## src/hw/rtl/stsu_pkg.sv

```systemverilog
// Shared types, widths, constants and the quarter-wave sine table for the secant unit.
package stsu_pkg;

   localparam int STEP_W     = 8;
   localparam int ANGLE_W    = 8;
   localparam int SCALE_W    = 16;
   localparam int RES_W      = 16;
   localparam int MAG_W      = 31;
   localparam int REM_W      = 31;
   localparam int QUOT_W     = 30;
   localparam int PROD_W     = SCALE_W + MAG_W;
   localparam int FRAC_BITS  = 30;
   localparam int DIV_BITS_PER_STAGE = 2;
   localparam int DIV_STAGES = QUOT_W / DIV_BITS_PER_STAGE;
   localparam int TAB_IDX_W  = 7;

   localparam int STEP_BITS_DEFAULT = 8;

   localparam int CSR_ADDR_W = 3;
   localparam int CSR_DATA_W = 32;
   localparam logic REG_SCALE = 1'b0;
   localparam logic [SCALE_W-1:0] SCALE_RESET = 16'd256;

   localparam logic [RES_W-1:0] CLAMP_TOP = 16'h3fff;

   localparam logic [63:0] Q30_ONE  = 64'd1073741824;
   localparam logic [63:0] STEP_Q30 = 64'd26353589;

   typedef logic [64:0][MAG_W-1:0] sine_tab_type;

   typedef struct packed {
      logic [REM_W-1:0]  rem;
      logic [QUOT_W-1:0] quot;
      logic [MAG_W-1:0]  div;
      logic              zero;
      logic              neg;
   } lane_type;

   typedef struct packed {
      lane_type         cos_lane;
      lane_type         sin_lane;
      logic [RES_W-1:0] times_cos;
      logic [RES_W-1:0] times_sin;
   } pipe_type;

   // Polynomial sine of r*pi/128 in Q30, evaluated only at elaboration.
   function automatic logic [MAG_W-1:0] quarter_sine(logic [TAB_IDX_W-1:0] r);
      logic [63:0] u;
      logic [63:0] u2;
      logic [63:0] t;
      logic [63:0] full;
      u  = 64'(r) * STEP_Q30;
      u2 = (u * u) >> FRAC_BITS;
      t  = Q30_ONE;
      t  = Q30_ONE - ((u2 * t) >> FRAC_BITS) / 64'd272;
      t  = Q30_ONE - ((u2 * t) >> FRAC_BITS) / 64'd210;
      t  = Q30_ONE - ((u2 * t) >> FRAC_BITS) / 64'd156;
      t  = Q30_ONE - ((u2 * t) >> FRAC_BITS) / 64'd110;
      t  = Q30_ONE - ((u2 * t) >> FRAC_BITS) / 64'd72;
      t  = Q30_ONE - ((u2 * t) >> FRAC_BITS) / 64'd42;
      t  = Q30_ONE - ((u2 * t) >> FRAC_BITS) / 64'd20;
      t  = Q30_ONE - ((u2 * t) >> FRAC_BITS) / 64'd6;
      full = (u * t) >> FRAC_BITS;
      return full[MAG_W-1:0];
   endfunction

   function automatic sine_tab_type build_sine_tab();
      sine_tab_type tab;
      for (int r = 0; r <= 64; r++) begin
         tab[r] = quarter_sine(TAB_IDX_W'(r));
      end
      return tab;
   endfunction

   localparam sine_tab_type SINE_TAB = build_sine_tab();

   // Magnitude of the sine of an angle index, folded into the first quadrant.
   function automatic logic [MAG_W-1:0] sine_mag(logic [ANGLE_W-1:0] angle);
      logic [TAB_IDX_W-1:0] idx;
      if (angle[6]) begin
         idx = TAB_IDX_W'(64) - {1'b0, angle[5:0]};
      end else begin
         idx = {1'b0, angle[5:0]};
      end
      return SINE_TAB[idx];
   endfunction

   // One restoring division step: shift in a zero numerator bit, subtract when it fits.
   function automatic lane_type div_step(lane_type lane);
      lane_type   res;
      logic [REM_W:0] r2;
      res = lane;
      r2  = {lane.rem, 1'b0};
      if (r2 >= {1'b0, lane.div}) begin
         res.rem  = REM_W'(r2 - {1'b0, lane.div});
         res.quot = {lane.quot[QUOT_W-2:0], 1'b1};
      end else begin
         res.rem  = r2[REM_W-1:0];
         res.quot = {lane.quot[QUOT_W-2:0], 1'b0};
      end
      return res;
   endfunction

endpackage

```

## src/hw/rtl/stsu_div_stage.sv

```systemverilog
// One divider stage: two restoring quotient bits for both the cosine and sine lanes.
module stsu_div_stage (
   input  logic               clock,
   input  logic               reset,
   input  logic               en,
   input  logic               in_valid,
   input  stsu_pkg::pipe_type in_pipe,
   output logic               out_valid,
   output stsu_pkg::pipe_type out_pipe
);
   import stsu_pkg::*;

   logic     valid_ff;
   pipe_type pipe_ff;
   pipe_type pipe_in;

   always_comb begin
      pipe_in = in_pipe;
      for (int i = 0; i < DIV_BITS_PER_STAGE; i++) begin
         pipe_in.cos_lane = div_step(pipe_in.cos_lane);
         pipe_in.sin_lane = div_step(pipe_in.sin_lane);
      end
   end

   always_ff @(posedge clock) begin
      if (reset) begin
         valid_ff <= 1'b0;
      end else if (en) begin
         valid_ff <= in_valid;
      end
   end

   always_ff @(posedge clock) begin
      if (en) begin
         pipe_ff <= pipe_in;
      end
   end

   assign out_valid = valid_ff;
   assign out_pipe  = pipe_ff;

endmodule

```

## config.mk

```make
export PLATFORM = sky130hd
export DESIGN_NAME = stsu_div_stage
export DESIGN_NICKNAME = d
export VERILOG_FILES = /design/src/hw/rtl/stsu_pkg.sv /design/src/hw/rtl/stsu_div_stage.sv
export SDC_FILE = /design/constraint.sdc
export NUM_CORES = 1
export LEC_CHECK = 0
export BUFFER_PORTS_ARGS = -buffer_cell sky130_fd_sc_hd__clkbuf_2
export CAP_MARGIN = 5
export CORE_ASPECT_RATIO = 1.75
export CORE_MARGIN = 1
export CORE_UTILIZATION = 30
export CTS_CLUSTER_SIZE = 24
export DETAILED_ROUTE_END_ITERATION = 12
export PLACE_DENSITY = 0.61
export SETUP_SLACK_MARGIN = 0.1
export SLEW_MARGIN = 20
export SYNTH_ARGS = -nofsm -noshare
export SYNTH_HDL_FRONTEND = slang
export SYNTH_SLANG_ARGS = --single-unit
```

## constraint.sdc

```tcl
create_clock -name clock -period 11.48 [get_ports clock]
set_input_delay 2.296 -clock clock [delete_from_list [all_inputs] [get_ports clock]]
set_output_delay 2.296 -clock clock [all_outputs]
set_load 0.02 [all_outputs]
```

== After elaboration in Yosys (flattened, before gate mapping) ==
Index checks and enable logic that the tools add are counted.
Cells by class
  $add $sub $neg: 4
  order comparisons: 4
  multiplexer cells: 4
Operators by type and width (count)
  $mux W61: 4
  $ge A32 B31 Y1: 4
  $sub A31 B31 Y31: 4
Storage, ports and cells
  register bits: 221
  word-level logic and storage cells: 27

== Logic depth before layout (Yosys ltp) ==
  depth in word-level cells: 4
  depth in mapped cells: 25

== Least setup slack after synthesis ==
OpenSTA, ideal clock, no wires.
  kind: input -> register
  from: input in_pipe[34] (netlist bit)
  to: register pipe_ff, in the netlist out_pipe[100] (data pin)
  library setup time: 0.260 ns
  arrival: 6.955 ns
  data required time: 11.220 ns
  slack: 4.265 ns
  cell stages on the path: 24
  buffers on the path: 4
  path through: inv_1 > fa_1 > a211oi_2 > o21bai_2 > o41ai_4 > o211ai_1 > a221oi_2 > buf_2 > buf_1 > nand2_1 > o21ai_0 > ha_1 > clkbuf_1 > a21oi_1 > a21oi_1 > a211oi_1 > nor2_1 > nor4bb_1 > o21ai_0 > nand4_1 > and3_4 > inv_2 > buf_6 > mux2_4
RTL lines
  from (decl): line stsu_div_stage.sv:7  | input stsu_pkg::pipe_type in_pipe,
  to (signal assigned): line stsu_div_stage.sv:35  | pipe_ff <= pipe_in;
  to (decl): line stsu_div_stage.sv:14  | pipe_type pipe_ff;

==> metrics list <==
- The flow ran to the end, and the final reports show no timing, DRC or antenna violations.
- Area of the placeable core: between 0.04 and 0.05 sq mm
- Number of placement rows: 107
- Global-route met2 utilization: between 30% and 40%
* Quantity of gates resized following cts: 0
* Category of the worst setup path launch point: input pin
- Detailed placement ended at an HPWL of between 40000 and 50000 um.
- The mapped netlist covers 0.0148 sq mm.
- Met3 Use GR: between 3 and 4%
- For the pin with the worst max-slew slack, the measured transition is 1.05 ns.
* Number of buffers on the longest clock path: 3
- Of the total power, the share spent switching nets is 36.1%.
- Final-layout fill cell count: roughly 4900
- Die Y: between 200 and 300 um
* Ratio of final minimum period to clock period: between 70% and 80%
* Setup TNS after final layout: 0 ns
* Number of clock sinks seen by CTS: ~220
* Data required, critical path: roughly 12 ns
* Final setup violation count: 0
- The die covers 0.0502 sq mm.
* Pint: between 2 and 2.5 mW
- Cts bufs inserted: 26
- Total inserted antenna cells: 0
- The count of final max-slew check failures came to 0.
* Area of the multi-input gates: around 0.0076 sq mm
* Share of synthesized cell area in and, or, nand and nor gates: 11.5%
- Type of the tightest min-delay check: reg2reg
- Summed over all nets, the switching power comes to ~1.2 mW.
- The synthesized netlist devotes a little under a fifth of its cell area to compound gates.
- Via/cell ratio: between 5 and 6
- Sequential standard cell area: ~0.0066 sq mm
- The first global-routing pass estimated around 72000 um of wire.
- In this run the remaining antenna-violating nets after routing total 0.
- The worst setup path is captured at a flop.
* Cells after synthesis: roughly 1400
* Residual DRC count: 0
- The number of nets handed over by synthesis was 1733.
- Average wire per standard cell: 19.9 um
- The area growth from synthesis to layout is 25.9%.
- The clock network burns 26.8% of the power.
- Fin crit period: roughly 9 ns
- Routability-driven placement finished with a final weighted congestion of between 0.9 and 1.
- Buffer type at the clock tree root: sky130_fd_sc_hd__clkbuf_16
* Number of hold buffers added after CTS: 0
* Total via count in the routed design: 12700
- Wires add up to 49600 um.
- Mux cell area share after synthesis: 5.91%
* Total global routing track utilization: between 10% and 20%
* TritonCTS clock tree: done
- Sorting the synthesized cells by area gives the leading types as sky130_fd_sc_hd__edfxtp_1, sky130_fd_sc_hd__ha_1, sky130_fd_sc_hd__xnor2_1.
- Yosys printed 0 warnings.
- Max_slew headroom: between 20% and 30%
* Setup repair after global routing missed its margin: false
- Clock latency on the worst-skew pair: ~0.55 ns
- The floorplan step set the die width to between 150 and 200 um.
* Maximum level of the CTS H-tree: 1
- Proportion of netlist area held by the largest area contributor: about 45%
* Post-synth EDFFs: 220
* Sequential share of the synthesized area: between 40% and 50%
- Summed over all instances, the cell type with the most area after synthesis is sky130_fd_sc_hd__edfxtp_1.
* Post-route core utilization: a little under two fifths
* Dominant register cell in the synthesized netlist: sky130_fd_sc_hd__edfxtp_1
* Setup Fix Bufs, Post-CTS: 0
- For this configuration, the core starts out at a cell density of between 30% and 40%.
- Max-cap check violation count: 0
- between 400 and 500 I/O pins were placed.
* Nets@finish: between 2000 and 2500
- Sequential Power Share: between 30% and 40%
* Setup clock skew after layout: 0 ns
- Power spread over the standard cell area amounts to 178 mW/mm^2.
- The final hold violation count came to 0.
- Adder-cell share of the synthesized area: 10.6%
- Highest-utilization routing layer at the global route stage: met2
- In this run the static leakage power is a little over 8 nW.
- Timing would allow up to about 110 MHz.
- Mapped Avg Cell Area: 10.7 sq um
* XOR/XNOR Fraction of Synth Area: 5.57%
- Summed over all layers, the global routing overflow is 0.
* Via count of the first global-routing pass: 12900
- The first TritonRoute pass finished after 5 iterations.
- Peak ir drop on the vdd network: about 130 uV
- Clock-pin transition on the worst setup and hold timing paths: about 0.060 ns
- Part of the total power dissipated in combinational logic: 40.3%
- Number of library cell types mapped by synthesis: 87
- At the worst endpoint, the arrival time is 9.36 ns.
- Buffers on Ports: 440
- Largest family of logic cells by synthesized area: compound AO/OA/AOI/OAI gates
- Most used cells in the layout excluding fill and tap cells: sky130_fd_sc_hd__clkbuf_2, sky130_fd_sc_hd__edfxtp_1, sky130_fd_sc_hd__ha_1
* Global routing met1 resource utilization: roughly 18%
- Post-synth ARST share: 0%
- Share of cells above drive strength 1: a little under a third
- The library cell used most frequently in the layout, excluding fill and tap cells, is sky130_fd_sc_hd__clkbuf_2.
- Largest fanout on the critical path: 42
* DR iter-0 viols: about 630
- Number of storage elements in the synthesis netlist: 221
- The number of antenna violations at the first check in global routing came to 3.
- Kind of critical path: in2reg
- Entering global routing, the biggest net connects 102 pins.
==> metrics by stage <==
step	power (mW)	cell area, sq um	hold WS (ns)	cells	setup WS [ns]
5_1_grt	3.50	18600	0.550	2500	2.06
4_1_cts	3.36	18600	0.526	2500	2.37
3_5_place_dp	2.44	17700	0.511	2452	1.81
6_report	3.32	18600	0.520	2500	2.41
2_1_floorplan	2.03	14800	0.579	1385	4.26
3_3_place_gp	2.43	17700	0.486	2452	1.84
==> final timing paths <==
path                      from             to  depth (start not counted)  slack [ns]
hold reg to reg      out_valid      out_valid                          2        0.52
setup reg to reg     out_valid      out_valid                          2       10.88
setup / recovery  in_pipe[128]  out_pipe[202]                         20        2.41
hold / removal       out_valid      out_valid                          2        0.52
==> sequential cells by signal (all words and copies together) (netlist names) <==
signal,cells
out_pipe,220
out_valid,1
==> logic make-up after synthesis <==
family	count (synthesis)
mux	69
fa+ha+maj	124
flops	221
simple gates	355
xor+xnor	94
buf+inv	126
compound gates	396
==> metal layers <==
layer	vias to the layer above	part of all wire, %
met5	-	0.085
met4	6	5.4
met3	110	6.0
met2	448	55
met1	6062	33
li1	6111	-
==> power groups by stage <==
stage          Clock, mW  Combinational (mW)  Sequential, mW
6_report           0.890                1.34            1.09
5_1_grt            0.949                1.44            1.10
3_5_place_dp           0                1.33            1.11
3_3_place_gp           0                1.32            1.11
2_1_floorplan          0               0.772            1.26
4_1_cts            0.924                1.34            1.09
==> worst max-delay path, cell delays in order <==
cell and delay (ns):
sky130_fd_sc_hd__clkbuf_2 0.17, sky130_fd_sc_hd__inv_1 0.12, sky130_fd_sc_hd__fa_1 0.50, sky130_fd_sc_hd__a211oi_2 0.28
sky130_fd_sc_hd__nor2_1 0.12, sky130_fd_sc_hd__o221ai_2 0.27, sky130_fd_sc_hd__a31oi_1 0.25, sky130_fd_sc_hd__nor2_4 0.75
sky130_fd_sc_hd__inv_2 0.38, sky130_fd_sc_hd__mux2_2 0.40, sky130_fd_sc_hd__ha_1 0.35, sky130_fd_sc_hd__nand3_1 0.25
sky130_fd_sc_hd__a211oi_1 0.09, sky130_fd_sc_hd__o21ai_1 0.32, sky130_fd_sc_hd__o211ai_1 0.26, sky130_fd_sc_hd__a41oi_1 0.50
sky130_fd_sc_hd__a21oi_1 0.20, sky130_fd_sc_hd__o311a_1 0.53, sky130_fd_sc_hd__nor2_4 0.85, sky130_fd_sc_hd__mux2_2 0.43
==> layout make-up <==
class	instances	share of cell area, %
multi-input combinational	1038	41.1
sequential	221	35.6
timing repair buffer	443	12.0
tap	654	4.40
clock buffer	29	3.73
inverter	96	1.94
clock inverter	19	1.20
==> cell usage after synthesis (4+ instances only) <==
library cell	number
sky130_fd_sc_hd__o21bai_1	14
sky130_fd_sc_hd__a21oi_1	98
sky130_fd_sc_hd__o31a_1	5
sky130_fd_sc_hd__and2_1	7
sky130_fd_sc_hd__mux2_2	35
sky130_fd_sc_hd__mux2_4	27
sky130_fd_sc_hd__xnor2_1	64
sky130_fd_sc_hd__and3_1	8
sky130_fd_sc_hd__nor3_1	35
sky130_fd_sc_hd__o21a_1	18
sky130_fd_sc_hd__a31oi_1	21
sky130_fd_sc_hd__a311oi_1	5
sky130_fd_sc_hd__a211oi_2	4
sky130_fd_sc_hd__a2111oi_0	4
sky130_fd_sc_hd__a211oi_1	18
sky130_fd_sc_hd__nor2_1	98
sky130_fd_sc_hd__mux2i_1	4
sky130_fd_sc_hd__nand3_1	37
sky130_fd_sc_hd__edfxtp_1	220
sky130_fd_sc_hd__or2_2	9
sky130_fd_sc_hd__buf_2	7
sky130_fd_sc_hd__a41oi_1	4
sky130_fd_sc_hd__nand2b_1	12
sky130_fd_sc_hd__inv_1	93
sky130_fd_sc_hd__o211ai_1	13
sky130_fd_sc_hd__nor4_1	5
sky130_fd_sc_hd__o31ai_1	15
sky130_fd_sc_hd__clkbuf_1	16
sky130_fd_sc_hd__o21ai_0	90
sky130_fd_sc_hd__and4_1	5
sky130_fd_sc_hd__nand4_1	13
sky130_fd_sc_hd__buf_6	6
sky130_fd_sc_hd__xor2_1	30
sky130_fd_sc_hd__ha_1	122
sky130_fd_sc_hd__a21o_1	36
sky130_fd_sc_hd__or3_1	6
sky130_fd_sc_hd__nor2b_1	9
sky130_fd_sc_hd__nand2_1	97
No activity file was read; power rests on OpenSTA's default activity.
