[src/hw/rtl/stsu_pkg.sv]
// Shared types, widths, constants and the quarter-wave sine table for the secant unit.
package stsu_pkg;

   localparam int STEP_W     = 8;
   localparam int ANGLE_W    = 8;
   localparam int SCALE_W    = 16;
   localparam int RES_W      = 16;
   localparam int MAG_W      = 31;
   localparam int REM_W      = 31;
   localparam int QUOT_W     = 30;
   localparam int PROD_W     = SCALE_W + MAG_W;
   localparam int FRAC_BITS  = 30;
   localparam int DIV_BITS_PER_STAGE = 2;
   localparam int DIV_STAGES = QUOT_W / DIV_BITS_PER_STAGE;
   localparam int TAB_IDX_W  = 7;

   localparam int STEP_BITS_DEFAULT = 8;

   localparam int CSR_ADDR_W = 3;
   localparam int CSR_DATA_W = 32;
   localparam logic REG_SCALE = 1'b0;
   localparam logic [SCALE_W-1:0] SCALE_RESET = 16'd256;

   localparam logic [RES_W-1:0] CLAMP_TOP = 16'h3fff;

   localparam logic [63:0] Q30_ONE  = 64'd1073741824;
   localparam logic [63:0] STEP_Q30 = 64'd26353589;

   typedef logic [64:0][MAG_W-1:0] sine_tab_type;

   typedef struct packed {
      logic [REM_W-1:0]  rem;
      logic [QUOT_W-1:0] quot;
      logic [MAG_W-1:0]  div;
      logic              zero;
      logic              neg;
   } lane_type;

   typedef struct packed {
      lane_type         cos_lane;
      lane_type         sin_lane;
      logic [RES_W-1:0] times_cos;
      logic [RES_W-1:0] times_sin;
   } pipe_type;

   // Polynomial sine of r*pi/128 in Q30, evaluated only at elaboration.
   function automatic logic [MAG_W-1:0] quarter_sine(logic [TAB_IDX_W-1:0] r);
      logic [63:0] u;
      logic [63:0] u2;
      logic [63:0] t;
      logic [63:0] full;
      u  = 64'(r) * STEP_Q30;
      u2 = (u * u) >> FRAC_BITS;
      t  = Q30_ONE;
      t  = Q30_ONE - ((u2 * t) >> FRAC_BITS) / 64'd272;
      t  = Q30_ONE - ((u2 * t) >> FRAC_BITS) / 64'd210;
      t  = Q30_ONE - ((u2 * t) >> FRAC_BITS) / 64'd156;
      t  = Q30_ONE - ((u2 * t) >> FRAC_BITS) / 64'd110;
      t  = Q30_ONE - ((u2 * t) >> FRAC_BITS) / 64'd72;
      t  = Q30_ONE - ((u2 * t) >> FRAC_BITS) / 64'd42;
      t  = Q30_ONE - ((u2 * t) >> FRAC_BITS) / 64'd20;
      t  = Q30_ONE - ((u2 * t) >> FRAC_BITS) / 64'd6;
      full = (u * t) >> FRAC_BITS;
      return full[MAG_W-1:0];
   endfunction

   function automatic sine_tab_type build_sine_tab();
      sine_tab_type tab;
      for (int r = 0; r <= 64; r++) begin
         tab[r] = quarter_sine(TAB_IDX_W'(r));
      end
      return tab;
   endfunction

   localparam sine_tab_type SINE_TAB = build_sine_tab();

   // Magnitude of the sine of an angle index, folded into the first quadrant.
   function automatic logic [MAG_W-1:0] sine_mag(logic [ANGLE_W-1:0] angle);
      logic [TAB_IDX_W-1:0] idx;
      if (angle[6]) begin
         idx = TAB_IDX_W'(64) - {1'b0, angle[5:0]};
      end else begin
         idx = {1'b0, angle[5:0]};
      end
      return SINE_TAB[idx];
   endfunction

   // One restoring division step: shift in a zero numerator bit, subtract when it fits.
   function automatic lane_type div_step(lane_type lane);
      lane_type   res;
      logic [REM_W:0] r2;
      res = lane;
      r2  = {lane.rem, 1'b0};
      if (r2 >= {1'b0, lane.div}) begin
         res.rem  = REM_W'(r2 - {1'b0, lane.div});
         res.quot = {lane.quot[QUOT_W-2:0], 1'b1};
      end else begin
         res.rem  = r2[REM_W-1:0];
         res.quot = {lane.quot[QUOT_W-2:0], 1'b0};
      end
      return res;
   endfunction

endpackage

[src/hw/rtl/stsu_front.sv]
// Front stages: input register, sine table lookup, scale products and divider setup.
module stsu_front #(
   parameter int STEP_BITS = stsu_pkg::STEP_BITS_DEFAULT
) (
   input  logic                          clock,
   input  logic                          reset,
   input  logic                          en,
   input  logic                          in_valid,
   input  logic [stsu_pkg::STEP_W-1:0]   in_step,
   input  logic [stsu_pkg::ANGLE_W-1:0]  in_angle,
   input  logic [stsu_pkg::SCALE_W-1:0]  scale,
   output logic                          out_valid,
   output stsu_pkg::pipe_type            out_pipe
);
   import stsu_pkg::*;

   localparam int MX_W = SCALE_W + STEP_BITS;

   logic                 a_valid_ff;
   logic [STEP_BITS-1:0] a_step_ff;
   logic [ANGLE_W-1:0]   a_angle_ff;

   logic                 b_valid_ff;
   logic [MX_W-1:0]      b_mx_ff;
   logic [MX_W-1:0]      b_mx_in;
   logic [MAG_W-1:0]     b_cmag_ff;
   logic [MAG_W-1:0]     b_smag_ff;
   logic                 b_cneg_ff;
   logic                 b_sneg_ff;
   logic [ANGLE_W-1:0]   cos_angle;

   logic                 c_valid_ff;
   pipe_type             c_pipe_ff;
   pipe_type             c_pipe_in;
   logic [PROD_W-1:0]    prod_cos;
   logic [PROD_W-1:0]    prod_sin;

   assign cos_angle = a_angle_ff + ANGLE_W'(64);
   assign b_mx_in   = MX_W'(scale) * MX_W'(a_step_ff);

   always_comb begin
      prod_cos = PROD_W'(scale) * PROD_W'(b_cmag_ff);
      prod_sin = PROD_W'(scale) * PROD_W'(b_smag_ff);
      c_pipe_in.cos_lane.rem  = REM_W'(b_mx_ff);
      c_pipe_in.cos_lane.quot = '0;
      c_pipe_in.cos_lane.div  = b_cmag_ff;
      c_pipe_in.cos_lane.zero = (b_cmag_ff == '0);
      c_pipe_in.cos_lane.neg  = b_cneg_ff;
      c_pipe_in.sin_lane.rem  = REM_W'(b_mx_ff);
      c_pipe_in.sin_lane.quot = '0;
      c_pipe_in.sin_lane.div  = b_smag_ff;
      c_pipe_in.sin_lane.zero = (b_smag_ff == '0);
      c_pipe_in.sin_lane.neg  = b_sneg_ff;
      // Truncation toward zero: shift the magnitude, then apply the sign.
      if (b_cneg_ff) begin
         c_pipe_in.times_cos = RES_W'(0) - prod_cos[FRAC_BITS +: RES_W];
      end else begin
         c_pipe_in.times_cos = prod_cos[FRAC_BITS +: RES_W];
      end
      if (b_sneg_ff) begin
         c_pipe_in.times_sin = RES_W'(0) - prod_sin[FRAC_BITS +: RES_W];
      end else begin
         c_pipe_in.times_sin = prod_sin[FRAC_BITS +: RES_W];
      end
   end

   always_ff @(posedge clock) begin
      if (reset) begin
         a_valid_ff <= 1'b0;
         b_valid_ff <= 1'b0;
         c_valid_ff <= 1'b0;
      end else if (en) begin
         a_valid_ff <= in_valid;
         b_valid_ff <= a_valid_ff;
         c_valid_ff <= b_valid_ff;
      end
   end

   always_ff @(posedge clock) begin
      if (en) begin
         a_step_ff  <= in_step[STEP_BITS-1:0];
         a_angle_ff <= in_angle;
         b_mx_ff    <= b_mx_in;
         b_smag_ff  <= sine_mag(a_angle_ff);
         b_sneg_ff  <= a_angle_ff[7];
         b_cmag_ff  <= sine_mag(cos_angle);
         b_cneg_ff  <= cos_angle[7];
         c_pipe_ff  <= c_pipe_in;
      end
   end

   assign out_valid = c_valid_ff;
   assign out_pipe  = c_pipe_ff;

endmodule

[config.mk]
export PLATFORM = sky130hd
export DESIGN_NAME = stsu_front
export DESIGN_NICKNAME = d
export VERILOG_FILES = /design/src/hw/rtl/stsu_pkg.sv /design/src/hw/rtl/stsu_front.sv
export SDC_FILE = /design/constraint.sdc
export NUM_CORES = 2
export LEC_CHECK = 0
export BUFFER_PORTS_ARGS = -buffer_cell sky130_fd_sc_hd__buf_2
export CORE_ASPECT_RATIO = 0.7
export CORE_MARGIN = 2
export CORE_UTILIZATION = 55
export CTS_BUF_LIST = sky130_fd_sc_hd__clkbuf_16
export DETAILED_ROUTE_END_ITERATION = 6
export PLACE_DENSITY = 0.78
export REMOVE_ABC_BUFFERS = 1
export SLEW_MARGIN = 10
export SYNTH_ARGS = -nofsm -noshare
export SYNTH_HDL_FRONTEND = slang
export SYNTH_SLANG_ARGS = --single-unit
[constraint.sdc]
create_clock -name clock -period 8.71 [get_ports clock]
set_input_delay 0.871 -clock clock [delete_from_list [all_inputs] [get_ports clock]]
set_output_delay 0.871 -clock clock [all_outputs]
set_load 0.005 [all_outputs]
After elaboration in Yosys (flattened, before gate mapping)
Memories as Yosys holds them, arrays and structs flattened. A register that Yosys moved wholly into a read port is not among the register bits. Cells that the tools add are included.

Output and inout port bits: 221. ROM bits: 7936. Memory bits (writable): 0. Word-level logic and storage cells: 35. Register bits after elaboration: 167. Memories kept: 2. Latch bits: 0. Input bits: 36.

Magnitude comparators: 0. Mux-type cells: 6. Reductions and logical operators: 2. Add/subtract/negate cells: 5. Shifts and indexed selects: 0. Multiply operators: 3. Bitwise logic cells: 0. Eq/ne operators: 0. Divide/modulo/power cells: 0.

Memory list: (no name shown) (words 128, bits a word 31, rd ports 1, clocked after Yosys merged registers in 1, write ports 0, RTL line stsu_pkg.sv:85) `return SINE_TAB[idx];`; (no name shown) (words 128, bits a word 31, rd ports 1, clocked after Yosys merged registers in 1, write ports 0, RTL line stsu_pkg.sv:85).

Operator list (count): 16-bit by 31-bit multiplier with 46-bit output (2); 31-bit logical NOT (2); 16-bit 2-to-1 mux (2); 1-bit by 16-bit subtractor with 16-bit output, first input constant (2); 7-bit 2-to-1 mux (4); 16-bit by 8-bit multiplier with 24-bit output (1); 7-bit by 6-bit subtractor with 7-bit output, first input constant (2); 8-bit by 7-bit adder with 8-bit output, second input constant (1).

Logic depth before layout (Yosys ltp)
Depth in word-level cells: 4. Depth in mapped cells: 29. Depth with buffers taken out: 26.

Worst setup path after synthesis
Ideal clock, no wire load.

Kind: in2reg. Start point: in scale[1] (netlist bit). End point: reg c_pipe_ff, in the netlist out_pipe[15], data pin. Data required time: 8.446 ns. Stages on the path: 25. Path buffers: 3. Setup time: 0.264 ns. Data arrival time: 7.477 ns. Path slack: 0.969 ns. Path through: buf_2 clkbuf_1 clkbuf_1 nand2_1 fa_1 inv_1 fa_1 inv_1 fa_1 inv_1 fa_1 fa_1 fa_1 ha_1 a21o_1 a21o_1 a21oi_1 nand3_1 a211o_1 a31o_1 a31o_4 xor2_1 or4_4 o41ai_2 xnor2_1.

RTL lines: start, declared (RTL line stsu_front.sv:11) `input logic [stsu_pkg::SCALE_W-1:0] scale,`; end signal, assigned (RTL line stsu_front.sv:88) `c_pipe_ff <= c_pipe_in;`; end, declared (RTL line stsu_front.sv:33) `pipe_type c_pipe_ff;`.

==> results.json <==
{
  "grt_pass1_wl_um": 215000,
  "yosysTopAreaCellShare": 0.375,
  "overflow": 0,
  "fin_setup_tns_ns": 0,
  "synthFlopType": "edfxtp_1",
  "insertion_delay_ns": 0.64,
  "critPathMaxStageDelay_ns": 1.20,
  "grt_setup_unrepaired": "false",
  "yosys_warnings": 0,
  "area_growth_pct": 5.98,
  "cts_tree": "yes",
  "fin_skew_ns": 0.0541,
  "cp.arrival_ns": 8.54,
  "dr_total_vias": 37800,
  "cts_root_buffer": "clkbuf_16",
  "gp_congestion": 0.995,
  "cts.clk_slew.worst_paths_ns": 0.07,
  "dieArea_sq_um": 88600,
  "maxSlewHeadroom": 0.146,
  "grtUsageTotal": 0.306,
  "cp_top_family": "adder cells",
  "slowest_stage": "edfxtp_1",
  "rrSetupSlack_ns": 0.56,
  "fmax_mhz": 123,
  "cts_buffers": 28,
  "clock_path_buffers": 3,
  "endpoint": "out_pipe[27]$_DFFE_PP_",
  "crit_fanout": 18,
  "r2r-end": "out_pipe[27]$_DFFE_PP_",
  "path_common_cell": "fa_1",
  "worstPathRequired_ns": 9.10,
  "placement.io_buffers": 182,
  "start_util": 0.553,
  "worst-r2r-cell-count": 23,
  "maxSlewViolCount": 0,
  "synth-seq-cells": 229,
  "rows": 90,
  "timing.rr.start": "b_cmag_ff[8]$_SDFFCE_PP0P_",
  "die_y_um": 250,
  "drt-total-wl_um": 133000,
  "h-tree-depth": 1,
  "violations": "DRC",
  "synth_edf_count": 226,
  "synthesis.area_sq_um": 47400,
  "async_flop_share": 0,
  "mostFrequentLayoutCell": "inv_1",
  "hp-class": "primary input to register",
  "dieWidth_um": 355,
  "yosys.area.top_type": "fa_1",
  "routed_via_density": 5.85,
  "antenna_found_initial": 3,
  "tightest_slew_ns": 1.28,
  "period_share": 0.936,
  "first_pass_iters": 7,
  "diodes": 0,
  "cap_violations": 0,
  "synthDistinctLibCells": 82,
  "cts_resized": 0,
  "dp_hpwl_um": 96500,
  "cp.buffers_inverters": 4,
  "status": "finished with violations",
  "initialDrtViolationCount": 4402,
  "drive_gt1_frac": 0.0708,
  "min_period_ns": 8.15,
  "cp-startpoint": "b_cmag_ff[8]$_SDFFCE_PP0P_",
  "post-cts-setup-buffer-count": 0,
  "first_global_vias": 39200,
  "ant_nets": 0,
  "ys_seq_area_frac": 0.144,
  "crit_cells": 23,
  "worstSetupPathType": "register to register",
  "start_kind": "register",
  "grt_start_max_net_pins": 94,
  "hold_viol_final": 0,
  "wl_per_cell_um": 20.6,
  "ctsHoldBuffers": 0,
  "cp-end-kind": "register",
  "fin_nets": 6515,
  "crit_chain": "nand2_1 > fa_1 > inv_1 > fa_1 > fa_1 > fa_1 > fa_1 > inv_1 > fa_1 > inv_1 > ha_1 > a211oi_1 > o21bai_1 > a21oi_1 > nand2_1 > o31ai_1 > buf_4 > xor2_1 > o221ai_1 > or2_1 > nand4b_1 > o21ai_0 > xnor2_1",
  "final_cell_mix": "965 x inv_1, 888 x fa_1, 872 x nand2_1, 440 x and2_1, 306 x ha_1",
  "cts_sinks": 229,
  "core-area_sq_um": 85800,
  "io_pins": 257,
  "synth_cells": 5317,
  "syn_area_per_cell_sq_um": 8.92,
  "synth_area_leaders": "fa_1 37%, edfxtp_1 14%, ha_1 8.1%",
  "drcViolationCount": 2,
  "finalSetupViolCount": 0
}
per-stage QoR:
stage	cells	hold WS (ns)	utilization	cell area [sq um]	setup WS, ns
final	6457	0.399	0.586	50300	0.557
after global routing	6457	0.398	0.586	50300	0.288
after CTS	6457	0.373	0.586	50300	0.700
after detailed placement	6405	0.405	0.574	49300	0.243
after global placement	6405	0.401	0.574	49300	0.394
after floorplan	4953	0.400	-	45700	0.720
routing by layer:
layer,routed length (um),track usage
met5,13,0
met4,4240,0.0889
met3,16900,0.0801
met2,57100,0.451
met1,54700,0.446
worst min path at each step:
stage	slack, ns	cells after the start	from	to
5_1_grt	0.40	1	in_angle[6]	a_angle_ff[6]$_DFFE_PP_
2_1_floorplan	0.40	0	b_mx_ff[0]$_DFFE_PP_	out_pipe[189]$_DFFE_PP_
3_5_place_dp	0.41	0	b_mx_ff[18]$_DFFE_PP_	out_pipe[207]$_DFFE_PP_
3_3_place_gp	0.40	0	b_mx_ff[8]$_DFFE_PP_	out_pipe[197]$_DFFE_PP_
4_1_cts	0.37	1	in_angle[1]	a_angle_ff[1]$_DFFE_PP_
6_report	0.40	1	in_angle[1]	a_angle_ff[1]$_DFFE_PP_
area by class of cell:
class,instances,area (sq um)
timing repair buffer,302,2000
sequential,229,6850
tap,1150,1440
multi-input combinational,3758,35400
clock inverter,24,269
inverter,966,3630
fill,7468,35500
clock buffer,28,701
registers in the layout, indices dropped and copies added, names as in the netlist:
signal / count
b_cmag_ff: 31
a_angle_ff: 8
b_mx_ff: 24
out_pipe: 122
b_sneg_ff: 1
a_step_ff: 8
a_valid_ff: 1
out_valid: 1
b_cneg_ff: 1
b_smag_ff: 31
b_valid_ff: 1
cells in the mapped netlist, drive strengths merged (13+ instances only):
master,n
a211oi,50
a21o,33
a21oi,174
a311oi,33
a31oi,34
and2,441
buf,108
clkbuf,329
edfxtp,226
fa,888
ha,306
inv,963
nand2,872
nand3,45
nand4,24
nor2,185
nor3,58
nor4,20
o211ai,67
o21a,16
o21ai,142
o221ai,18
o22ai,13
o311ai,14
o31ai,13
xnor2,73
xor2,27
cells by family (layout without fill, tap and decap cells):
group,after synthesis,in the layout,synth area share
AND/OR/NAND/NOR,1704,1704,0.167
other,1,74,0.0000791
flip-flops,229,229,0.144
multiplexers,8,8,0.00198
adder cells (fa/ha/maj),1194,1194,0.456
XOR/XNOR,100,100,0.0185
buffers and inverters,1403,1320,0.119
AO/OA/AOI/OAI,678,678,0.0935
worst reg2reg max path: stages, from the launching register on:
cell	delay, ns
edfxtp_1	1.20
nand2_1	0.22
fa_1	0.59
inv_1	0.06
fa_1	0.51
fa_1	0.43
fa_1	0.45
fa_1	0.52
inv_1	0.05
fa_1	0.50
inv_1	0.06
ha_1	0.36
a211oi_1	0.32
o21bai_1	0.13
a21oi_1	0.20
nand2_1	0.09
o31ai_1	0.53
buf_4	0.25
xor2_1	0.15
o221ai_1	0.24
or2_1	0.35
nand4b_1	0.31
o21ai_0	0.30
xnor2_1	0.10
Power is not shown: default switching activity piles up to over one toggle a cycle in this logic, so the estimate is an artifact.
